[config.mk]
export PLATFORM = sky130hd
export DESIGN_NAME = npm_divider
export DESIGN_NICKNAME = d
export VERILOG_FILES = /design/src/npm_divider.sv
export SDC_FILE = /design/constraint.sdc
export NUM_CORES = 1
export LEC_CHECK = 0
export ABC_AREA = 1
export BUFFER_PORTS_ARGS = -buffer_cell sky130_fd_sc_hd__buf_2
export CAP_MARGIN = 40
export CORE_MARGIN = 1
export CORE_UTILIZATION = 55
export CTS_CLUSTER_DIAMETER = 60
export CTS_CLUSTER_SIZE = 28
export DETAILED_ROUTE_END_ITERATION = 10
export PLACE_DENSITY = 0.8
export SETUP_SLACK_MARGIN = 0.1
export SYNTH_ARGS = -nofsm -noshare
export SYNTH_HDL_FRONTEND = slang
export SYNTH_SLANG_ARGS = --single-unit
[constraint.sdc]
create_clock -name clk -period 17.16 [get_ports clk]
set_input_delay 2.574 -clock clk [delete_from_list [all_inputs] [get_ports clk]]
set_output_delay 2.574 -clock clk [all_outputs]
set_load 0.03 [all_outputs]
[src/npm_divider.sv]
// shared restoring divider, one quotient bit per cycle, 64-bit operands
// depends on nothing
module npm_divider (
  input  logic        clk,
  input  logic        rst,
  input  logic        start,
  input  logic [63:0] dividend,
  input  logic [63:0] divisor,
  output logic        done,
  output logic [63:0] quotient
);
  logic [63:0] rem;
  logic [63:0] quo;
  logic [63:0] dsr;
  logic [6:0]  count;
  logic        busy;
  logic [64:0] trial;

  assign trial = {rem, quo[63]} - {1'b0, dsr};
  assign quotient = quo;

  always_ff @(posedge clk) begin
    if (rst) begin
      busy <= 1'b0;
      done <= 1'b0;
    end else begin
      done <= 1'b0;
      if (start) begin
        busy <= 1'b1;
        rem <= '0;
        quo <= dividend;
        dsr <= divisor;
        count <= 7'd0;
      end else if (busy) begin
        if (!trial[64]) begin
          rem <= trial[63:0];
          quo <= {quo[62:0], 1'b1};
        end else begin
          rem <= {rem[62:0], quo[63]};
          quo <= {quo[62:0], 1'b0};
        end
        count <= count + 7'd1;
        if (count == 7'd63) begin
          busy <= 1'b0;
          done <= 1'b1;
        end
      end
    end
  end
endmodule

Word level (Yosys, flattened, before mapping) --
Index checks and enable logic that the tools add are counted.
Storage, ports and cells: input port bits 131, bits in registers 201
Operators by class: equality and inequality tests 1, add/subtract/negate cells 2, bitwise logic cells 2, muxes and demuxes 10, reduce and logical (&&, ||, !) cells 4
Operators by type and width (number):
- 64-bit two-way mux | 4
- 65-bit by 64-bit subtractor with 65-bit output | 1
- 7-bit by 1-bit adder with 7-bit output, second input constant | 1
- 7-bit by 6-bit equality test with 1-bit output, second input constant | 1
- 7-bit two-way mux | 1
- 1-bit two-way mux | 5
- 2-bit AND reduction | 2
- 3-bit OR reduction | 1
- 1-bit NOT | 2
- 2-bit nonzero test | 1

Depth between registers and ports, before layout --
depth in word-level cells 4, gate-level depth with buffers 20, depth with buffers taken out 19

Least setup slack after synthesis --
No wires, ideal clock.
path type input port to flip-flop, start input port start, end register busy, library setup time 0.084 ns, setup slack 6.821 ns, arrival time 10.255 ns, stages 6, cell sequence clkbuf_1 > inv_2 > clkbuf_1 > a21oi_1 > o21ai_0 > inv_1
Between the ends: word-level cells in the longest chain between the ends 1
RTL lines:
- start, declared | line 6 | input logic start,
- 1-bit two-way mux | line 28 | if (start) begin
- end signal, assigned | line 24 | busy <= 1'b0;
- end signal, assigned | line 29 | busy <= 1'b1;
- end signal, assigned | line 44 | busy <= 1'b0;
- end, declared | line 16 | logic busy;
No other way between the ends. A chain may end at the register's enable or synchronous reset.

Final worst setup path --
start input port start, end register rem[24], enable pin
Between the ends: word-level cells in the longest chain between the ends 2
RTL lines:
- 2-bit nonzero test (no line)
- 2-bit AND reduction (no line)
- end signal, assigned | line 36 | rem <= trial[63:0];
- end signal, assigned | line 39 | rem <= {rem[62:0], quo[63]};
- end, declared | line 12 | logic [63:0] rem;
No other way between the ends.

==> results.md <==
- Final HPWL DP: 32360 um
- Pwr per Cell Area: 97.67 nW/um^2
- Register area: 6016 sq um
- Unrepaired setup endpoints after global routing: false
- Post-CTS resize count: 0
- Peak supply drop: 0.1041 mV
- Hold Crit Class: flip-flop to flip-flop
- Post-route ant nets: 0
- Initial Util: 55.77%
- Largest cells by area after synthesis: edfxtp_1 41%, nand2_1 24%, inv_1 11%
- Worst endpoint required time: 17310 ps
- Pin count of the biggest net entering global routing: 82
- Cell count after synthesis: 2124
- Met2 WL: 18590 um
- Pre-Repair DR Iteration Count: 5
- FILL cells: 2422
- CP Class: input pin to flip-flop
- Crit Path Max Fanout: 70
- Vias/cell: 5.021
- EDFF count, synth: 199
- Post-synthesis sequential area ratio: 41.51%
- Ys async rst share: 0%
- Clk sinks: 201
- Startpoint Class: input pin
- Area Growth Syn to Fin: 13.49%
- WL final: 41000 um
- Cts bufs inserted: 20
- Critical Path AT: 5060 ps
- H-tree lvl count: 1
- IO Port Bufs: 195
- Commonest cells in the netlist: 926 x nand2_1, 414 x inv_1, 217 x nor2_1, 199 x edfxtp_1, 65 x ha_1
- Layout cell share with drive strength beyond 1: 12.20%
- Area occupied by multi-input gates: 6715 sq um
- Core area: 25980 sq um
- First-pass GRT wire length: 63660 um
- Non-Filler Instances: 2663
- Routed wire per std cell: 15.40 um
- Synth top area share: 41.23%
- Io pins: 196
- Slew @ Worst Pin: 911.3 ps
- WL met1: 18270 um
- Vias: 13370
- 1st-iter DRT viols: 994
- Period utilization: 28.59%
- Clock Latency Late Sink: 530 ps
- Post-Syn Nets: 2321
- Finish-stage setup viols: 0
- Critical Path Source: start
- Die height: 164.3 um
- Pins over their slew limit: 0
- Status: complete, no violations
- Cell Rows: 59
- CTS tree: done
- Register-to-Register Path Depth: 19
- RR Startpoint: quotient[63]
- Cell with the most instances after synthesis: nand2_1
- Netlist Area Pre-Place: 14490 sq um
- Syn avg cell area: 6.823 sq um
- Fmax: 203.8 MHz
- Grt total ovfl: 0
- Post-layout nets: 2510
- Rel. slew slack: 39.25%
- Tmin final: 4907 ps
- Number of instances in the placed design: 2626
- Max Root-Sink Buffers: 3
- Hold Buf Count CTS: 0
- Endpoints failing hold: 0
- GPL Wtd Cong: 1.022
- Synth unique cells: 34
- Routed met3 length: 3170 um
- Clk slew on worst S/H paths: 70 ps
- Die span in x: 164.3 um
- Final Cell Area: 16450 sq um
- DIE AREA: 27000 sq um
- Root Driver: clkbuf_16
- Synth warnings: 0
- Postcts setup bufs: 0
- Worst R2R End: rem[52]
- FF-to-FF setup slack: 13680 ps
- Clock skew: 21.66 ps
- Uppermost routed layer: met4
- Initial antenna violation count: 1
- Setup crit end kind: flip-flop
- Vias in the first global route: 12643
- Leakage: 0.008999 uW
- Yosys top cell by area: edfxtp_1
- Total track usage: 30.72%
- Post-placement cell area: 15760 sq um
- Post-synthesis register bit count: 201
- Residual DRC: 0
- Synth Flop Type: edfxtp_1
- Worst slack, placed: 11740 ps
- Worst Setup EP: rem[24]
- Post-route setup slack: 12250 ps
- Final TNS setup: 0 ps
- Max Cap Viol: 0
-- critical path, cell delays in order --
cell and delay (ps):
buf_2 80, buf_4 530, inv_4 390, a21oi_4 210, buf_4 490, buf_4 690
-- power breakdown --
group | switching, uW | total (uW) | leakage, uW | internal [uW]
Combinational | 362 | 524 | 0.00674 | 162
Clock | 227 | 465 | 0.000329 | 239
Sequential | 22.4 | 618 | 0.00193 | 595
Total | 611 | 1610 | 0.00900 | 996
-- worst min path at each step --
stage / from / endpoint / slack (ps) / cells after the start
after floorplan: busy / done / 420 / 2
after global placement: busy / done / 510 / 2
after detailed placement: busy / done / 530 / 2
after CTS: busy / done / 550 / 2
after global routing: busy / done / 570 / 2
final: busy / done / 550 / 2
-- metrics by stage --
step	hold slack, ps	total power, uW	util [%]
after global placement	514.7	1130	60.66
after global routing	572.5	1699	63.30
after detailed placement	527.7	1142	60.66
final	546.6	1607	63.30
after CTS	551.3	1606	63.29
after floorplan	420.8	1006	-
-- layout by cell type, fill, tap and decap left out, types with 10 or more instances in the layout --
cell / instances
inv_1: 414
nor3_1: 12
nand3b_1: 14
nor2_2: 19
buf_2: 195
nand3_1: 60
clkbuf_16: 21
nand2_1: 926
nor2_1: 216
ha_1: 65
edfxtp_1: 199
nand2_2: 10
xor2_1: 33
a21oi_1: 60
nand4_1: 14
-- sequential cells by signal, indices dropped and copies added (netlist names) --
name	flops
busy	1
count	7
done	1
dsr	64
quotient	64
rem	64
-- logic make-up after synthesis --
kind of cell    count (synthesis)  share of synthesized area, %
fa+ha+maj                      66                         5.750
flops                         201                         41.51
compound gates                 81                         2.996
xor+xnor                       33                         1.994
buf+inv                       457                         12.29
simple gates                 1286                         35.47
-- metal layers --
| layer | vias to the layer above | global-route usage (%) |
|---|---|---|
| met3 | 54 | 5.429 |
| met2 | 489 | 51.00 |
| met4 | 0 | 8.207 |
| met5 | - | 0 |
| li1 | 6828 | - |
| met1 | 5999 | 41.10 |
-- layout make-up --
class,instances,share of cell area (%)
clock inverter,14,0.9433
tap,335,2.548
antenna,1,0.01521
clock buffer,22,3.218
multi-input combinational,1466,40.83
sequential,201,36.57
timing repair buffer,201,6.207
inverter,423,9.668
Note: power is estimated with default switching activity, not from simulation.
